<file path="config.mk">
export PLATFORM = sky130hd
export DESIGN_NAME = three_voice_adsr_envelope
export DESIGN_NICKNAME = d
export VERILOG_FILES = /design/src/hdl/tvae_pkg.sv /design/src/hdl/tvae_front.sv /design/src/hdl/tvae_cmd_queue.sv /design/src/hdl/tvae_voice.sv /design/src/hdl/tvae_back.sv /design/src/hdl/three_voice_adsr_envelope.sv
export SDC_FILE = /design/constraint.sdc
export NUM_CORES = 1
export LEC_CHECK = 0
export ABC_AREA = 1
export BUFFER_PORTS_ARGS = -buffer_cell sky130_fd_sc_hd__buf_4
export CAP_MARGIN = 20
export CORE_MARGIN = 3
export CORE_UTILIZATION = 55
export DETAILED_ROUTE_END_ITERATION = 7
export PLACE_DENSITY_LB_ADDON = 0.15
export SETUP_SLACK_MARGIN = 0.5
export SKIP_CTS_REPAIR_TIMING = 1
export SLEW_MARGIN = 0
export SYNTH_ARGS = -nofsm -noshare
export SYNTH_HDL_FRONTEND = slang
export SYNTH_SLANG_ARGS = --single-unit
</file>
<file path="constraint.sdc">
create_clock -name i_clk -period 5.01 [get_ports i_clk]
set_clock_uncertainty 0.15 [all_clocks]
set_input_delay 1.002 -clock i_clk [delete_from_list [all_inputs] [get_ports i_clk]]
set_output_delay 1.002 -clock i_clk [all_outputs]
set_load 0.05 [all_outputs]
</file>
<file path="src/hdl/tvae_pkg.sv">
package tvae_pkg;

    // audio sample rate that the rate steps are built for
    localparam logic [63:0] SAMPLE_RATE = 64'd44100;

    // 2^24 times 1e11: full scale over times held in units of 1e-11 s
    localparam logic [63:0] FULL_SCALE = 64'd1677721600000000000;

    localparam int unsigned NUM_VOICES = 3;
    localparam int unsigned VOICE_REGS = 7;
    localparam int unsigned LEVEL_W    = 24;
    localparam int unsigned STEP_W     = 24;

    // register offsets inside a voice block
    localparam logic [2:0] OFFS_CTRL = 3'd4;
    localparam logic [2:0] OFFS_AD   = 3'd5;
    localparam logic [2:0] OFFS_SR   = 3'd6;

    // command queue between front and back
    localparam int unsigned CMDQ_DEPTH = 4;
    localparam int unsigned CMDQ_AW    = $clog2(CMDQ_DEPTH);
    localparam int unsigned CMDQ_CW    = $clog2(CMDQ_DEPTH + 1);

    // result queue at the back
    localparam int unsigned RESQ_DEPTH = 2;
    localparam int unsigned RESQ_AW    = $clog2(RESQ_DEPTH);
    localparam int unsigned RESQ_CW    = $clog2(RESQ_DEPTH + 1);

    // level limits, signed with headroom for the update arithmetic
    localparam logic signed [LEVEL_W+1:0] LEVEL_MAX   = 26'sd16777215;
    localparam logic signed [LEVEL_W+1:0] LEVEL_FLOOR = 26'sd262144;

    typedef enum logic [0:0] {
        OP_WRITE = 1'b0,
        OP_TICK  = 1'b1
    } t_op;

    typedef enum logic [1:0] {
        PH_ATTACK  = 2'd0,
        PH_DECAY   = 2'd1,
        PH_SUSTAIN = 2'd2,
        PH_RELEASE = 2'd3
    } t_phase;

    typedef enum logic [1:0] {
        CMD_GATE = 2'd0,
        CMD_AD   = 2'd1,
        CMD_SR   = 2'd2,
        CMD_TICK = 2'd3
    } t_cmd_kind;

    typedef struct packed {
        t_cmd_kind  kind;
        logic [1:0] voice;
        logic [7:0] data;
    } t_cmd;

    typedef struct packed {
        logic [NUM_VOICES-1:0][LEVEL_W-1:0] level;
        t_phase [NUM_VOICES-1:0]            phase;
    } t_result;

    // attack steps per sample, truncated
    localparam logic [STEP_W-1:0] ATK_STEP [16] = '{
        STEP_W'(FULL_SCALE / (64'd225286060    * SAMPLE_RATE)),
        STEP_W'(FULL_SCALE / (64'd800995770    * SAMPLE_RATE)),
        STEP_W'(FULL_SCALE / (64'd1576960420   * SAMPLE_RATE)),
        STEP_W'(FULL_SCALE / (64'd2377956190   * SAMPLE_RATE)),
        STEP_W'(FULL_SCALE / (64'd3729636550   * SAMPLE_RATE)),
        STEP_W'(FULL_SCALE / (64'd5506845910   * SAMPLE_RATE)),
        STEP_W'(FULL_SCALE / (64'd6683308450   * SAMPLE_RATE)),
        STEP_W'(FULL_SCALE / (64'd7834739870   * SAMPLE_RATE)),
        STEP_W'(FULL_SCALE / (64'd9812198180   * SAMPLE_RATE)),
        STEP_W'(FULL_SCALE / (64'd24455402100  * SAMPLE_RATE)),
        STEP_W'(FULL_SCALE / (64'd48910804200  * SAMPLE_RATE)),
        STEP_W'(FULL_SCALE / (64'd78247274200  * SAMPLE_RATE)),
        STEP_W'(FULL_SCALE / (64'd97771546100  * SAMPLE_RATE)),
        STEP_W'(FULL_SCALE / (64'd293364701000 * SAMPLE_RATE)),
        STEP_W'(FULL_SCALE / (64'd488907793000 * SAMPLE_RATE)),
        STEP_W'(FULL_SCALE / (64'd782272493000 * SAMPLE_RATE))
    };

    // decay and release steps per sample, truncated
    localparam logic [STEP_W-1:0] DR_STEP [16] = '{
        STEP_W'(FULL_SCALE / (64'd891777693     * SAMPLE_RATE)),
        STEP_W'(FULL_SCALE / (64'd2459405100    * SAMPLE_RATE)),
        STEP_W'(FULL_SCALE / (64'd4841859070    * SAMPLE_RATE)),
        STEP_W'(FULL_SCALE / (64'd7301166390    * SAMPLE_RATE)),
        STEP_W'(FULL_SCALE / (64'd11451247500   * SAMPLE_RATE)),
        STEP_W'(FULL_SCALE / (64'd16907835600   * SAMPLE_RATE)),
        STEP_W'(FULL_SCALE / (64'd20519943200   * SAMPLE_RATE)),
        STEP_W'(FULL_SCALE / (64'd24055197500   * SAMPLE_RATE)),
        STEP_W'(FULL_SCALE / (64'd30126612500   * SAMPLE_RATE)),
        STEP_W'(FULL_SCALE / (64'd75085824500   * SAMPLE_RATE)),
        STEP_W'(FULL_SCALE / (64'd150171551000  * SAMPLE_RATE)),
        STEP_W'(FULL_SCALE / (64'd240243682000  * SAMPLE_RATE)),
        STEP_W'(FULL_SCALE / (64'd300189298000  * SAMPLE_RATE)),
        STEP_W'(FULL_SCALE / (64'd900721405000  * SAMPLE_RATE)),
        STEP_W'(FULL_SCALE / (64'd1501099800000 * SAMPLE_RATE)),
        STEP_W'(FULL_SCALE / (64'd2401821110000 * SAMPLE_RATE))
    };

    function automatic logic [STEP_W-1:0] atk_step(input logic [3:0] idx);
        return ATK_STEP[idx];
    endfunction

    function automatic logic [STEP_W-1:0] dr_step(input logic [3:0] idx);
        return DR_STEP[idx];
    endfunction

endpackage

</file>
<file path="src/hdl/tvae_front.sv">
// Classifies an incoming word: tick, one of the kept register writes, or dropped
module tvae_front (
    input  logic              i_operation,
    input  logic [4:0]        i_reg_addr,
    input  logic [7:0]        i_write_data,
    output logic              o_keep,
    output tvae_pkg::t_cmd    o_cmd
);

    logic [4:0] w_offs;
    logic [1:0] w_voice;
    logic       w_in_range;

    // split the address into voice and offset by compare and subtract
    always_comb begin
        w_in_range = (i_reg_addr < 5'(3 * tvae_pkg::VOICE_REGS));
        if (i_reg_addr < 5'(tvae_pkg::VOICE_REGS)) begin
            w_voice = 2'd0;
            w_offs  = i_reg_addr;
        end else if (i_reg_addr < 5'(2 * tvae_pkg::VOICE_REGS)) begin
            w_voice = 2'd1;
            w_offs  = i_reg_addr - 5'(tvae_pkg::VOICE_REGS);
        end else begin
            w_voice = 2'd2;
            w_offs  = i_reg_addr - 5'(2 * tvae_pkg::VOICE_REGS);
        end
    end

    // build the command
    always_comb begin
        o_cmd.voice = w_voice;
        o_cmd.data  = i_write_data;
        o_cmd.kind  = tvae_pkg::CMD_TICK;
        o_keep      = 1'b0;
        if (tvae_pkg::t_op'(i_operation) == tvae_pkg::OP_TICK) begin
            o_keep = 1'b1;
        end else if (w_in_range) begin
            priority if (w_offs[2:0] == tvae_pkg::OFFS_CTRL && w_offs[4:3] == 2'd0) begin
                o_cmd.kind = tvae_pkg::CMD_GATE;
                o_keep     = 1'b1;
            end else if (w_offs[2:0] == tvae_pkg::OFFS_AD && w_offs[4:3] == 2'd0) begin
                o_cmd.kind = tvae_pkg::CMD_AD;
                o_keep     = 1'b1;
            end else if (w_offs[2:0] == tvae_pkg::OFFS_SR && w_offs[4:3] == 2'd0) begin
                o_cmd.kind = tvae_pkg::CMD_SR;
                o_keep     = 1'b1;
            end else begin
                o_keep = 1'b0;
            end
        end
    end

endmodule

</file>
<file path="src/hdl/tvae_cmd_queue.sv">
// Short command queue between front and back
module tvae_cmd_queue (
    input  logic           i_clk,
    input  logic           i_rst_n,
    input  logic           i_push,
    input  tvae_pkg::t_cmd i_cmd,
    output logic           o_full,
    input  logic           i_pop,
    output logic           o_valid,
    output tvae_pkg::t_cmd o_cmd
);

    tvae_pkg::t_cmd                r_mem [tvae_pkg::CMDQ_DEPTH];
    logic [tvae_pkg::CMDQ_AW-1:0] r_wr_ptr, n_wr_ptr;
    logic [tvae_pkg::CMDQ_AW-1:0] r_rd_ptr, n_rd_ptr;
    logic [tvae_pkg::CMDQ_CW-1:0] r_count, n_count;
    logic                          w_push, w_pop;

    assign o_full  = (r_count == tvae_pkg::CMDQ_CW'(tvae_pkg::CMDQ_DEPTH));
    assign o_valid = (r_count != '0);
    assign o_cmd   = r_mem[r_rd_ptr];
    assign w_push  = i_push && !o_full;
    assign w_pop   = i_pop && o_valid;

    // pointer and count update
    always_comb begin
        n_wr_ptr = r_wr_ptr + tvae_pkg::CMDQ_AW'(w_push);
        n_rd_ptr = r_rd_ptr + tvae_pkg::CMDQ_AW'(w_pop);
        n_count  = r_count + tvae_pkg::CMDQ_CW'(w_push) - tvae_pkg::CMDQ_CW'(w_pop);
    end

    always_ff @(posedge i_clk) begin
        if (!i_rst_n) begin
            r_wr_ptr <= '0;
            r_rd_ptr <= '0;
            r_count  <= '0;
        end else begin
            r_wr_ptr <= n_wr_ptr;
            r_rd_ptr <= n_rd_ptr;
            r_count  <= n_count;
        end
    end

    // storage, no reset needed
    always_ff @(posedge i_clk) begin
        if (w_push) begin
            r_mem[r_wr_ptr] <= i_cmd;
        end
    end

endmodule

</file>
<file path="src/hdl/tvae_voice.sv">
// One envelope step for one voice
module tvae_voice (
    input  logic                           i_gate,
    input  logic [7:0]                     i_ad,
    input  logic [7:0]                     i_sr,
    input  logic [tvae_pkg::LEVEL_W-1:0]   i_level,
    input  tvae_pkg::t_phase               i_phase,
    output logic [tvae_pkg::LEVEL_W-1:0]   o_level,
    output tvae_pkg::t_phase               o_phase
);

    logic signed [tvae_pkg::LEVEL_W+1:0] w_cur;
    logic signed [tvae_pkg::LEVEL_W+1:0] w_sus;
    logic signed [tvae_pkg::LEVEL_W+1:0] w_sum;
    logic signed [tvae_pkg::LEVEL_W+1:0] w_dec;
    logic signed [tvae_pkg::LEVEL_W+1:0] w_rel;
    logic signed [tvae_pkg::LEVEL_W+1:0] w_new;
    tvae_pkg::t_phase                    w_ph;

    assign w_cur = $signed({2'b00, i_level});
    assign w_sus = $signed({2'b00, i_sr[7:4], 20'd0});
    assign w_sum = w_cur + $signed({2'b00, tvae_pkg::atk_step(i_ad[7:4])});
    assign w_dec = w_cur - $signed({2'b00, tvae_pkg::dr_step(i_ad[3:0])});
    assign w_rel = w_cur - $signed({2'b00, tvae_pkg::dr_step(i_sr[3:0])});

    // gate forces release when clear, restarts attack when set in release
    always_comb begin
        if (!i_gate) begin
            w_ph = tvae_pkg::PH_RELEASE;
        end else if (i_phase == tvae_pkg::PH_RELEASE) begin
            w_ph = tvae_pkg::PH_ATTACK;
        end else begin
            w_ph = i_phase;
        end
    end

    // phase update with clamps
    always_comb begin
        w_new   = w_cur;
        o_phase = w_ph;
        unique case (w_ph)
            tvae_pkg::PH_ATTACK: begin
                w_new = w_sum;
                if (w_sum >= tvae_pkg::LEVEL_MAX) begin
                    w_new   = tvae_pkg::LEVEL_MAX;
                    o_phase = tvae_pkg::PH_DECAY;
                end
            end
            tvae_pkg::PH_DECAY: begin
                w_new = w_dec;
                if (w_dec <= w_sus) begin
                    w_new   = w_sus;
                    o_phase = tvae_pkg::PH_SUSTAIN;
                end
            end
            tvae_pkg::PH_SUSTAIN: begin
                if (w_cur != w_sus) begin
                    o_phase = tvae_pkg::PH_DECAY;
                end
            end
            tvae_pkg::PH_RELEASE: begin
                w_new = w_rel;
                if (w_rel < tvae_pkg::LEVEL_FLOOR) begin
                    w_new = tvae_pkg::LEVEL_FLOOR;
                end
            end
            default: begin
                w_new = w_cur;
            end
        endcase
    end

    // every arm leaves the level inside 0 .. 0xFFFFFF
    assign o_level = w_new[tvae_pkg::LEVEL_W-1:0];

endmodule

</file>
<file path="src/hdl/tvae_back.sv">
// Carries out commands: voice register writes and envelope ticks, with a result queue
module tvae_back (
    input  logic              i_clk,
    input  logic              i_rst_n,
    input  logic              i_cmd_valid,
    input  tvae_pkg::t_cmd    i_cmd,
    output logic              o_cmd_pop,
    output logic              o_empty,
    input  logic              i_pop,
    output tvae_pkg::t_result o_result
);

    localparam int unsigned NV = tvae_pkg::NUM_VOICES;
    localparam int unsigned LW = tvae_pkg::LEVEL_W;

    logic [NV-1:0]              r_gate, n_gate;
    logic [NV-1:0][7:0]         r_ad, n_ad;
    logic [NV-1:0][7:0]         r_sr, n_sr;
    logic [NV-1:0][LW-1:0]      r_level, n_level;
    tvae_pkg::t_phase [NV-1:0]  r_phase, n_phase;

    logic [NV-1:0][LW-1:0]      w_step_level;
    tvae_pkg::t_phase [NV-1:0]  w_step_phase;

    tvae_pkg::t_result             r_res [tvae_pkg::RESQ_DEPTH];
    logic [tvae_pkg::RESQ_AW-1:0] r_res_wr, r_res_rd;
    logic [tvae_pkg::RESQ_CW-1:0] r_res_count;
    logic                          w_room, w_tick, w_res_push, w_res_pop;

    // take a command unless it is a tick with no room for its result
    assign w_room     = (r_res_count != tvae_pkg::RESQ_CW'(tvae_pkg::RESQ_DEPTH));
    assign w_tick     = (i_cmd.kind == tvae_pkg::CMD_TICK);
    assign o_cmd_pop  = i_cmd_valid && (!w_tick || w_room);
    assign w_res_push = o_cmd_pop && w_tick;
    assign o_empty    = (r_res_count == '0);
    assign w_res_pop  = i_pop && !o_empty;
    assign o_result   = r_res[r_res_rd];

    // envelope units, one per voice
    for (genvar g = 0; g < NV; g++) begin : g_voice
        tvae_voice u_voice (
            .i_gate  (r_gate[g]),
            .i_ad    (r_ad[g]),
            .i_sr    (r_sr[g]),
            .i_level (r_level[g]),
            .i_phase (r_phase[g]),
            .o_level (w_step_level[g]),
            .o_phase (w_step_phase[g])
        );
    end

    // voice state next values
    always_comb begin
        n_gate  = r_gate;
        n_ad    = r_ad;
        n_sr    = r_sr;
        n_level = r_level;
        n_phase = r_phase;
        if (o_cmd_pop) begin
            for (int v = 0; v < NV; v++) begin
                if (i_cmd.voice == 2'(v)) begin
                    unique case (i_cmd.kind)
                        tvae_pkg::CMD_GATE: n_gate[v] = i_cmd.data[0];
                        tvae_pkg::CMD_AD:   n_ad[v]   = i_cmd.data;
                        tvae_pkg::CMD_SR:   n_sr[v]   = i_cmd.data;
                        default: ;
                    endcase
                end
            end
            if (w_tick) begin
                n_level = w_step_level;
                n_phase = w_step_phase;
            end
        end
    end

    always_ff @(posedge i_clk) begin
        if (!i_rst_n) begin
            r_gate  <= '0;
            r_ad    <= '0;
            r_sr    <= '0;
            r_level <= '0;
            r_phase <= {NV{tvae_pkg::PH_ATTACK}};
        end else begin
            r_gate  <= n_gate;
            r_ad    <= n_ad;
            r_sr    <= n_sr;
            r_level <= n_level;
            r_phase <= n_phase;
        end
    end

    // result queue control
    always_ff @(posedge i_clk) begin
        if (!i_rst_n) begin
            r_res_wr    <= '0;
            r_res_rd    <= '0;
            r_res_count <= '0;
        end else begin
            r_res_wr    <= r_res_wr + tvae_pkg::RESQ_AW'(w_res_push);
            r_res_rd    <= r_res_rd + tvae_pkg::RESQ_AW'(w_res_pop);
            r_res_count <= r_res_count + tvae_pkg::RESQ_CW'(w_res_push)
                           - tvae_pkg::RESQ_CW'(w_res_pop);
        end
    end

    // result words
    always_ff @(posedge i_clk) begin
        if (w_res_push) begin
            r_res[r_res_wr].level <= w_step_level;
            r_res[r_res_wr].phase <= w_step_phase;
        end
    end

endmodule

</file>
<file path="src/hdl/three_voice_adsr_envelope.sv">
// Channel  Handshake        Word
// input    push / full      i_operation, i_reg_addr, i_write_data
// result   empty / pop      o_level_voice0..2, o_phase_voice0..2
//
// One word a cycle on each side while its flag, full or empty, is low. A kept
// word enters the command queue in the cycle it is taken; the back end works
// the queue head, and a tick's result is registered as the tick is popped.
// The three voice updates run in parallel. Reset is synchronous and clears
// all voice state. full rises when the four-entry command queue fills; the
// back end stops at a tick only while the two-entry result queue is full.
module three_voice_adsr_envelope (
    input  logic        i_clk,
    input  logic        i_rst_n,
    input  logic        push,
    output logic        full,
    input  logic        i_operation,
    input  logic [4:0]  i_reg_addr,
    input  logic [7:0]  i_write_data,
    output logic        empty,
    input  logic        pop,
    output logic [23:0] o_level_voice0,
    output logic [23:0] o_level_voice1,
    output logic [23:0] o_level_voice2,
    output logic [1:0]  o_phase_voice0,
    output logic [1:0]  o_phase_voice1,
    output logic [1:0]  o_phase_voice2
);

    logic              w_keep;
    tvae_pkg::t_cmd    w_front_cmd;
    logic              w_q_valid;
    tvae_pkg::t_cmd    w_q_cmd;
    logic              w_q_pop;
    tvae_pkg::t_result w_result;

    // classify incoming words
    tvae_front u_front (
        .i_operation  (i_operation),
        .i_reg_addr   (i_reg_addr),
        .i_write_data (i_write_data),
        .o_keep       (w_keep),
        .o_cmd        (w_front_cmd)
    );

    // dropped writes are taken but never queued
    tvae_cmd_queue u_cmd_queue (
        .i_clk   (i_clk),
        .i_rst_n (i_rst_n),
        .i_push  (push && w_keep),
        .i_cmd   (w_front_cmd),
        .o_full  (full),
        .i_pop   (w_q_pop),
        .o_valid (w_q_valid),
        .o_cmd   (w_q_cmd)
    );

    tvae_back u_back (
        .i_clk       (i_clk),
        .i_rst_n     (i_rst_n),
        .i_cmd_valid (w_q_valid),
        .i_cmd       (w_q_cmd),
        .o_cmd_pop   (w_q_pop),
        .o_empty     (empty),
        .i_pop       (pop),
        .o_result    (w_result)
    );

    assign o_level_voice0 = w_result.level[0];
    assign o_level_voice1 = w_result.level[1];
    assign o_level_voice2 = w_result.level[2];
    assign o_phase_voice0 = w_result.phase[0];
    assign o_phase_voice1 = w_result.phase[1];
    assign o_phase_voice2 = w_result.phase[2];

endmodule

</file>
# --- After elaboration in Yosys (flattened, before gate mapping) ---
# Memory sizes are Yosys's and may differ from the RTL's. A register that Yosys moved wholly into a read port is not among the register bits.
# Cells that the tools add are included.
word_totals:
  reg_bits: 140
  ram_bits: 204
  mem_bits_ro: 3456
  input_bits: 18
  output_inout_bits: 80
  word_cells: 205
  n_memories: 11
mem_list:
  columns: ["memory", "words", "width", "read_ports", "rd_ports_with_merged_regs", "wr", "line_no", "text"]
  rows:
  - ["(name not given)", 16, 24, 1, 0, 0, "tvae_pkg.sv:108", "return DR_STEP[idx];"]
  - ["(name not given)", 16, 24, 1, 0, 0, "tvae_pkg.sv:108", null]
  - ["(name not given)", 16, 24, 1, 0, 0, "tvae_pkg.sv:104", "return ATK_STEP[idx];"]
  - ["(name not given)", 16, 24, 1, 0, 0, "tvae_pkg.sv:108", null]
  - ["(name not given)", 16, 24, 1, 0, 0, "tvae_pkg.sv:108", null]
  - ["(name not given)", 16, 24, 1, 0, 0, "tvae_pkg.sv:104", null]
  - ["+5 memories", null, null, null, null, null, null, null]
classes:
  n_addsub: 19
  order_cmp: 21
  eq_ne: 25
  mux: 68
  bitwise_logic: 9
  reduce_logical: 31
ops:
  columns: ["op", "count"]
  rows:
  - ["24-bit 2-to-1 mux", 27]
  - ["24-bit case mux with 3 select lines", 3]
  - ["24-bit by 24-bit subtractor with 25-bit output", 6]
  - ["24-bit by 24-bit adder with 25-bit output", 3]
  - ["25-bit by 24-bit >= comparator with 1-bit output, second input constant", 3]
  - ["25-bit <= comparator", 3]
  - ["25-bit by 20-bit less-than comparator with 1-bit output, second input constant", 3]
  - ["24-bit != test", 3]
  - ["5-bit >= comparator, second input constant", 9]
  - ["4-bit NOT with 5-bit output", 9]
  - ["2-bit 2-to-1 mux", 22]
  - ["3-bit AND reduction", 9]
  - ["2-bit == test, second input constant", 12]
  - ["2-bit case mux with 3 select lines", 3]
  - ["2-bit zero test", 7]
  - ["3-bit == test, second input constant", 4]
  - ["1-bit 2-to-1 mux", 11]
  - ["2-bit by 1-bit == test with 1-bit output, second input constant", 5]
  - ["5-bit 2-to-1 mux", 2]
  - ["1-bit logical AND", 9]
  - ["2-bit by 1-bit adder with 2-bit output", 3]
  - ["5-bit by 3-bit less-than comparator with 1-bit output, second input constant", 1]
  - ["5-bit by 4-bit less-than comparator with 1-bit output, second input constant", 1]
  - ["5-bit less-than comparator, second input constant", 1]
  - ["other kinds (11)", 14]

# --- Depth between registers and ports, before layout ---
# Gate-level depths: netlist of the first run.
logic_depth:
  depth_word: 14
  mapped_depth: 35
  mapped_depth_nobuf: 34

# --- Modules after synthesis ---
# Synthesis of the first run repeated with hierarchy kept, for this count alone.
hier_totals:
  cells_unflattened: 4907
  hier_area_um2: 32185.9
by_module_without_submodules:
  columns: ["module", "instances", "cells_each", "area_per_inst_um2", "seq_area_each_um2"]
  rows:
  - ["tvae_back", 1, 936, 10631.4, 7367.1]
  - ["tvae_voice at u_back.g_voice[0].u_voice", 1, 1260, 6391.1, 0.0]
  - ["tvae_voice at u_back.g_voice[2].u_voice", 1, 1228, 6331.1, 0.0]
  - ["tvae_voice at u_back.g_voice[1].u_voice", 1, 1257, 6326.1, 0.0]
  - ["tvae_cmd_queue", 1, 168, 2189.6, 1581.5]
  - ["tvae_front", 1, 56, 309.0, 0.0]
  - ["three_voice_adsr_envelope", 1, 2, 7.5, 0.0]

# --- Least setup slack after synthesis of the first run ---
# Ideal clock, no wire load.
synth_path:
  path_kind: "register to register"
  start: "register u_back.r_ad[18] (netlist bit)"
  end: "memory u_back.r_res[0][74] (netlist bit) (data pin)"
  setup_ps: 281
  arrival_ps: 3705
  t_required_ps: 4579
  setup_slack_ps: 873
  stages_incl_launch_ff: 27
  path_buffers: 2
  period_less_slack_ps: 4137
  cell_sequence: "dfxtp_1 clkbuf_1 clkinv_1 ha_1 nand2_1 o21ai_0 ha_1 nand2_1 nand2_1 nand2_1 nand2_1 nand2_1 nand3_1 nand2_1 nand2_1 or2_2 xor2_1 inv_1 ha_1 nand2_1 o21ai_0 a21oi_1 a21oi_2 buf_2 nand3_1 nand3_1 nand4_1"
synth_via:
  elab_chain_cells: 8
synth_lines:
  columns: ["element", "line_no", "text"]
  rows:
  - ["from (decl)", "tvae_back.sv:17", "logic [NV-1:0][7:0] r_ad, n_ad;"]
  - ["from (signal assigned)", "tvae_back.sv:86", "r_ad <= n_ad;"]
  - ["4-bit NOT with 5-bit output (not written as such) *", "tvae_pkg.sv:108", null]
  - ["memory read 16 x 24 bit *", null, null]
  - ["24-bit 2-to-1 mux (not written as such) * (2 in a row)", "tvae_pkg.sv:108", null]
  - ["24-bit by 24-bit subtractor with 25-bit output *", "tvae_voice.sv:23", "assign w_dec = w_cur - $signed({2'b00, tvae_pkg::dr_step(i_ad[3:0])});"]
  - ["25-bit <= comparator", "tvae_voice.sv:51", "if (w_dec <= w_sus) begin"]
  - ["24-bit 2-to-1 mux *", "tvae_voice.sv:51", null]
  - ["24-bit case mux with 3 select lines *", "tvae_voice.sv:41", "unique case (w_ph)"]
  - ["via u_back.g_voice[2].u_voice.o_level, one bit", "tvae_voice.sv:8", "output logic [tvae_pkg::LEVEL_W-1:0] o_level,"]
  - ["to (decl)", "tvae_back.sv:25", "tvae_pkg::t_result r_res [tvae_pkg::RESQ_DEPTH];"]
# Mark *: on every way through the listed nets, which the timed path passes. The rest lies on a longest branch. The select of a mux whose other input is x is not followed.

# --- Worst setup path after layout of the first run ---
layout_path:
  start: "register u_back.r_ad[8] (netlist bit)"
  end: "register u_back.r_phase[2] (netlist bit)"
layout_via:
  elab_chain_cells: 8
layout_lines:
  columns: ["element", "line_no", "text"]
  rows:
  - ["4-bit NOT with 5-bit output (not written as such)", "tvae_pkg.sv:108", null]
  - ["memory read 16 x 24 bit", null, null]
  - ["24-bit 2-to-1 mux (not written as such) (2 in a row)", "tvae_pkg.sv:108", null]
  - ["24-bit by 24-bit subtractor with 25-bit output", "tvae_voice.sv:23", null]
  - ["25-bit <= comparator", "tvae_voice.sv:51", null]
  - ["2-bit 2-to-1 mux", "tvae_voice.sv:51", null]
  - ["2-bit case mux with 3 select lines", "tvae_voice.sv:41", null]
  - ["via u_back.g_voice[1].u_voice.o_phase[0]", "tvae_voice.sv:9", "output tvae_pkg::t_phase o_phase"]
  - ["to (signal assigned)", "tvae_back.sv:83", "r_phase <= {NV{tvae_pkg::PH_ATTACK}};"]
  - ["to (signal assigned)", "tvae_back.sv:89", "r_phase <= n_phase;"]
  - ["to (decl)", "tvae_back.sv:20", "tvae_pkg::t_phase [NV-1:0] r_phase, n_phase;"]
# The timed path passes the listed nets, and every way through them passes these cells. The select of a mux whose other input is x is not followed.
# A chain may end at the register's enable or synchronous reset.

==> qor.txt, run 1 <==
outcome - finished clean
WP data arrival - 4810 ps
Die ar. - 60,400 um2
syn nets - 5,062
Worst path top cell family by delay - simple AND/OR/NAND/NOR gates
antenna-violating nets left - 0
Area Overhead vs Synth - 14.9%
WP buf/inv - 4
clock buffer depth - 3
num rows - 87
initial antenna violation count - 2
min Tclk post-route - 4490 ps
grt ovf - 0
port buffer count - 97
largest cells by area after synthesis - edfxtp_1, nand2_1, ha_1
Clock Latency Late Sink - 600 ps
CP max-delay cell - dfxtp_4
Worst Setup Path Type - reg2reg
synthesized area per cell - 6.58 um2
Required @ worst endpoint - 5330 ps
CTS tree - done
Slew Limit Headroom - 25.7%
CP Capture Type - register
total number of vias - 33,000
Vias/cell - 5.76
CP Launch Type - register
IO Count - 98
core box area - 56,600 um2
Num CTS Buffers - 39
HPWL Detailed - 84,300 um
DRC - 0
Cells after Synth - 4,799
most common cell after layout, fill and taps aside - nand2_1
ys async rst share - 0%
sequential share of the synthesized area - 28.3%
Syn Std Cell Area - 31,600 um2
Synth top area share - 19.4%
Synth area leader - edfxtp_1
most used cell along the critical path - nand2_1
#FFs+latches synth - 345
DRT Wirelength - 111,000 um
largest net degree at the start of global routing - 96
YS warnings - 0
vias in the first global route - 29,700
crit share post-route - 89.6%
FILL cells - 5,325
Worst Hold Class - reg2reg
Detailed Routing Iterations Pass 1 - 7
critical-path maximum fanout - 8
Post-synth EDFFs - 204
clock-pin slew on the worst setup and hold paths - 60 ps
final hold vios - 0
commonest cells after routing, fill and taps aside - nand2_1, inv_1, nor2_1
layout cell share with drive strength beyond 1 - 14.1%
Sink Count - 345
RSZ-0062 raised after global routing - yes
upper clock frequency limit - 0.223 GHz
GR Util All Layers - 35.1%
Setup TNS - 0 ps
library cells used by synthesis - 58
fin. max-slew vios - 0
nets - 5,211
wire per inst - 19.3 um
Least-Margin Pin Slew - 1110 ps
CTS H-tree depth - 2
Final Setup Violations - 0
max-cap viol count - 0
Crit path largest cell delay - 410 ps
Initial DRC Count - 3,381
Die X - 246 um
CTS root buffer - clkbuf_16
DIE HEIGHT - 246 um
Primary FF master, synth - edfxtp_1
first-pass GRT wire length - 166,000 um
starting density of the core - 55.8%
routability congestion estimate - 1.05
## synthesized netlist by cell type (14+ instances only)
library cell	count
nand2_1	1368
inv_1	701
nor2_1	491
nand3_1	285
a21oi_1	267
o21ai_0	255
ha_1	235
nand4_1	209
edfxtp_1	204
dfxtp_1	141
mux2_2	78
clkbuf_1	71
xor2_1	68
nor3_1	48
buf_2	44
nand3b_1	38
xnor2_1	31
o22ai_1	23
o21a_1	21
nor4_1	15
nor2_2	14
## worst reg2reg max path, delay by kind of cell, from the launching register on
kind / cells / cell delay (ps)
compound gates: 1 / 190
xor+xnor: 1 / 190
fa+ha+maj: 3 / 780
buf+inv: 4 / 330
flops: 1 / 410
simple gates: 20 / 2360
## sequential cells by signal (all words and copies together), names as in the netlist, named ones only
register	count
u_back.r_res_count	2
u_back.r_res	156
u_back.r_phase	6
u_cmd_queue.r_mem	48
u_back.r_sr	24
u_back.r_res_wr	1
u_back.r_gate	3
u_back.r_ad	24
u_cmd_queue.r_wr_ptr	2
u_cmd_queue.r_rd_ptr	2
u_back.r_res_rd	1
u_back.r_level	72
u_cmd_queue.r_count	3
## through the flow
stage | util (%) | std cells | setup WS, ps | hold slack, ps | cell area [um2]
floorplan | - | 4799 | 873 | 276 | 31600
global placement | 58.9 | 5596 | 262 | 286 | 33300
detailed placement | 58.9 | 5596 | 233 | 283 | 33300
CTS | 61.2 | 5667 | 168 | 310 | 34700
global route | 64.1 | 5734 | 209 | 337 | 36300
finish | 64.1 | 5735 | 519 | 315 | 36300
## area by class of cell
cell class	count	area, um2	area share (%)
Multi-Input combinational cell	3590	20300	55.9
Sequential cell	345	9000	24.8
Inverter	721	2760	7.59
Timing Repair Buffer	249	1970	5.43
Clock buffer	50	1040	2.86
Tap cell	756	946	2.61
Clock inverter	21	295	0.813
Timing Repair inverter	2	15.0	0.0414
Antenna cell	1	2.50	0.00689
## worst paths after layout
kind | from | endpoint | slack (ps) | cells after the start
worst max-delay path | u_back.r_ad[8] | u_back.r_phase[2] | 520 | 29
worst min register to register | u_back.r_res_rd | register | 310 | 1
worst max register to register | u_back.r_ad[8] | u_back.r_phase[2] | 520 | 29
worst min-delay path | u_back.r_res_rd | register | 310 | 1
## logic make-up after synthesis
| kind of cell | synth area share (%) |
|---|---|
| compound gates | 11.2 |
| xor+xnor | 2.74 |
| fa+ha+maj | 9.94 |
| buf+inv | 10.8 |
| flops | 28.3 |
| mux | 2.78 |
| simple gates | 34.2 |
## per-layer routing
layer	wire, um	vias to the layer above	GRT usage, %
met2	48800	1598	55.9
met4	6030	2	15.0
met3	11200	351	6.85
li1	-	16000	-
met5	77	-	0
met1	44700	15000	46.4
Power of run 1 is left out: the tool's default activity adds up to more than one toggle a clock period on the data nets, which glitch-free logic cannot reach.
==> run 2: changes to the inputs <==
--- a/config.mk
+++ b/config.mk
@@ -5,11 +5,11 @@
 export SDC_FILE = /design/constraint.sdc
 export NUM_CORES = 1
 export LEC_CHECK = 0
-export ABC_AREA = 1
 export BUFFER_PORTS_ARGS = -buffer_cell sky130_fd_sc_hd__buf_4
 export CAP_MARGIN = 20
-export CORE_MARGIN = 3
+export CORE_MARGIN = 10
 export CORE_UTILIZATION = 55
+export CTS_CLUSTER_SIZE = 28
 export DETAILED_ROUTE_END_ITERATION = 7
 export PLACE_DENSITY_LB_ADDON = 0.15
 export SETUP_SLACK_MARGIN = 0.5
==> run 2 against run 1 <==
Compared with the run above:
- the flow now finishes with violations (setup timing)
- critical endpoint is now u_back.r_res[0][53]
- sequential cell count is the same
- die area increased by 5.6%
- non-clock buffer count rose by 364
- critical path depth fell by 5
- synthesized area down 6.0%
- count of clock-buffer cells in the layout is 6 lower
- worst hold slack improved by 52 ps
- worst setup slack got worse by 1700 ps
- synthesized cell count is 27% lower
==> qor.txt, run 2 <==
Placed Cells - 4,565 (was 5,596)
Worst Hold Class - reg2reg (unchanged)
max-cap viol count - 0 (unchanged)
mux contribution to synthesized area - 6.70% (was 2.78%)
Num CTS Buffers - 40 (was 39)
WP data arrival - 6370 ps (was 4810 ps)
Vias/cell - 6.59 (was 5.76)
vias in the first global route - 28,800 (was 29,700)
antenna-violating nets left - 0 (unchanged)
layout cell share with drive strength beyond 1 - 28.2% (was 14.1%)
Setup TNS - -30,720 ps (was 0 ps)
xor and xnor area share after synthesis - 4.21% (was 2.74%)
#FFs+latches synth - 345 (unchanged)
Primary FF master, synth - edfxtp_1 (unchanged)
busiest grt layer - met2 (unchanged)
Syn Std Cell Area - 29,700 um2 (was 31,600 um2)
fin. max-slew vios - 0 (unchanged)
count leader, synth - nor2_1 (was nand2_1)
Post-synth EDFFs - 204 (unchanged)
Lkg Pwr - 0.0155 uW
post-synthesis simple-gate area fraction - 19.1% (was 34.2%)
CP Capture Type - register (unchanged)
DRC - 0 (unchanged)
Pwr Density - 741 nW/um2
starting density of the core - 55.3% (was 55.8%)
library cells used by synthesis - 101 (was 58)
WP buf/inv - 3 (was 4)
routability congestion estimate - 1.08 (was 1.05)
Worst path top cell family by delay - compound AO/OA/AOI/OAI gates (was simple AND/OR/NAND/NOR gates)
Synth top cells by count - nor2_1, nand2_1, a21oi_1 (was nand2_1, inv_1, nor2_1)
min Tclk post-route - 6200 ps (was 4490 ps)
CTS H-tree depth - 2 (unchanged)
largest registers - u_back.r_res: 156 flops, u_back.r_level: 72 flops, u_cmd_queue.r_mem: 48 flops (unchanged)
CTS root buffer - clkbuf_16 (unchanged)
Crit path largest cell delay - 520 ps (was 410 ps)
post-synthesis adder-cell area fraction - 10.6% (was 9.94%)
Final Setup Violations - 89 (was 0)
Slew Limit Headroom - 23.9% (was 25.7%)
crit share post-route - 124% (was 89.6%)
outcome - finished, violations left (was finished clean)
DRT Wirelength - 110,000 um (was 111,000 um)
largest reg by FF count - u_back.r_res (unchanged)
ys async rst share - 0% (unchanged)
HPWL Detailed - 83,100 um (was 84,300 um)
Largest register FFs - 156 (unchanged)
maximum vdd drop - 0.521 mV
DP Area - 34,500 um2 (was 33,300 um2)
Synth area leader - edfxtp_1 (unchanged)
Final Non-Filler Cells - 4,702 (was 5,735)
grt met1 use - 42.5% (was 46.4%)
failing checks - setup timing
port buffer count - 97 (unchanged)
CP cell instances - inv_6 -> ha_4 -> inv_2 -> o21ai_2 -> ha_2 -> inv_2 -> fa_2 -> a211o_1 -> a21o_1 -> a221oi_2 -> o211ai_1 -> a2111oi_2 -> xor2_1 -> ha_1 -> nand4_1 -> nor4_2 -> o311ai_2 -> a2111oi_2 -> o2111ai_1 -> or4_1 -> or4_4 -> and2_4 -> a221o_1 -> a21boi_2
critical-path maximum fanout - 5 (was 8)
synthesized area per cell - 8.46 um2 (was 6.58 um2)
sequential share of the synthesized area - 30.1% (was 28.3%)
Least-Margin Pin Slew - 1140 ps (was 1110 ps)
Required @ worst endpoint - 5180 ps (was 5330 ps)
first-pass GRT wire length - 165,000 um (was 166,000 um)
post-layout util - 70.6% (was 64.1%)
Sink Count - 345 (unchanged)
YS warnings - 0 (unchanged)
RSZ-0062 raised after global routing - yes (unchanged)
Detailed Routing Iterations Pass 1 - 6 (was 7)
Initial DRC Count - 3,280 (was 3,381)
GR Util All Layers - 32.6% (was 35.1%)
wire per inst - 23.5 um (was 19.3 um)
post-route cell area - 37,900 um2 (was 36,300 um2)
CTS tree - done (unchanged)
GR Util met3 - 6.32% (was 6.85%)
Die ar. - 63,700 um2 (was 60,400 um2)
largest net degree at the start of global routing - 58 (was 96)
Area Overhead vs Synth - 27.6% (was 14.9%)
grt ovf - 0 (unchanged)
CP Launch Type - register (unchanged)
clock-pin slew on the worst setup and hold paths - 70 ps (was 60 ps)
FILL cells - 4,108 (was 5,325)
num rows - 85 (was 87)
n_diodes - 0 (was 1)
clock buffer depth - 3 (unchanged)
most common cell after layout, fill and taps aside - buf_4 (was nand2_1)
commonest cells after routing, fill and taps aside - buf_4, nor2_1, nand2_1 (was nand2_1, inv_1, nor2_1)
largest family of logic cells by synthesized area - compound AO/OA/AOI/OAI gates (was simple AND/OR/NAND/NOR gates)
GR Util met2 - 52.3% (was 55.9%)
Clock Latency Late Sink - 600 ps (about the same)
initial antenna violation count - 1 (was 2)
CP max-delay cell - or4_4 (was dfxtp_4)
largest cells by area after synthesis - edfxtp_1, ha_1, dfxtp_1 (was edfxtp_1, nand2_1, ha_1)
DIE HEIGHT - 252 um (was 246 um)
Final Worst Setup Slack - -1190 ps (was 519 ps)
Worst Setup Path Type - reg2reg (unchanged)
final hold vios - 0 (unchanged)
total number of vias - 31,000 (was 33,000)
Die X - 252 um (was 246 um)
IO Count - 98 (unchanged)
core box area - 53,700 um2 (was 56,600 um2)
upper clock frequency limit - 0.161 GHz (was 0.223 GHz)
syn nets - 3,776 (was 5,062)
Synth Area in Compound Gates - 24.9% (was 11.2%)
Cells after Synth - 3,513 (was 4,799)
final hold slack - 367 ps (was 315 ps)
nets - 4,237 (was 5,211)
Synth top area share - 20.6% (was 19.4%)
run 2: cell count changes after synthesis, sizes merged, moves of 54 or more:
cell,before,now
nand2,1383,297
inv,713,129
nand3,290,66
nand4,211,42
nor2,508,339
clkbuf,72,176
mux2i,0,74
a31oi,5,78
a21o,4,70
xnor2,31,95
a211oi,0,57
buf,72,18
run 2: cell type report:
class                   instances  area (um2)  share of cell area (%)
flip-flops and latches        345        8990                    23.7
clock inverters                30         342                   0.901
inverters                     131         519                    1.37
well taps                     696         871                    2.30
multi-input cells            2843       21300                    56.3
clock buffers                  44        1020                    2.68
repair buffers                613        4840                    12.8
run 2: worst paths after layout:
kind,startpoint,slack [ps],end,cells after the start
hold / removal,u_back.r_res_rd,370,u_back.r_res_rd,2
setup / recovery,u_back.r_ad[8],-1190,u_back.r_res[0][53],24
hold reg to reg,u_back.r_res_rd,370,u_back.r_res_rd,2
setup reg to reg,u_back.r_ad[8],-1190,u_back.r_res[0][53],24
run 2: metrics by stage:
step	setup WS [ps]	power, uW
floorplan	-987	16100
CTS	-1360	26000
global placement	-1140	22500
finish	-1190	28100
global route	-1440	29500
detailed placement	-1290	22800
run 2: report_power, final:
group | internal, uW | switching [uW] | total [uW]
Sequential | 4330 | 658 | 4990
Combinational | 8090 | 12000 | 20000
Clock | 1760 | 1310 | 3070
run 2: cell families (layout without fill, tap and decap cells):
group,Yosys count,count (layout)
XOR/XNOR,143,143
flip-flops,345,345
multiplexers,172,172
AO/OA/AOI/OAI,1127,1127
buffers and inverters,326,818
AND/OR/NAND/NOR,1155,1156
adder cells (fa/ha/maj),245,245
run 2: metal layers:
layer  share of wire [%]  vias up
met1                  40    14800
met2                  45     1683
met4                 4.8        2
li1                    -    14200
met3                 9.5      374
met5               0.012        -
run 2: worst reg2reg max path, stage by stage (launching register included):
cell	delay (ps)
dfxtp_4	370
inv_6	80
ha_4	130
inv_2	40
o21ai_2	160
ha_2	220
inv_2	40
fa_2	340
a211o_1	290
a21o_1	210
a221oi_2	300
o211ai_1	210
a2111oi_2	420
xor2_1	170
ha_1	350
nand4_1	100
nor4_2	190
o311ai_2	180
a2111oi_2	220
o2111ai_1	140
or4_1	430
or4_4	520
and2_4	210
a221o_1	310
a21boi_2	170
Power figures use the tool's default switching activity.
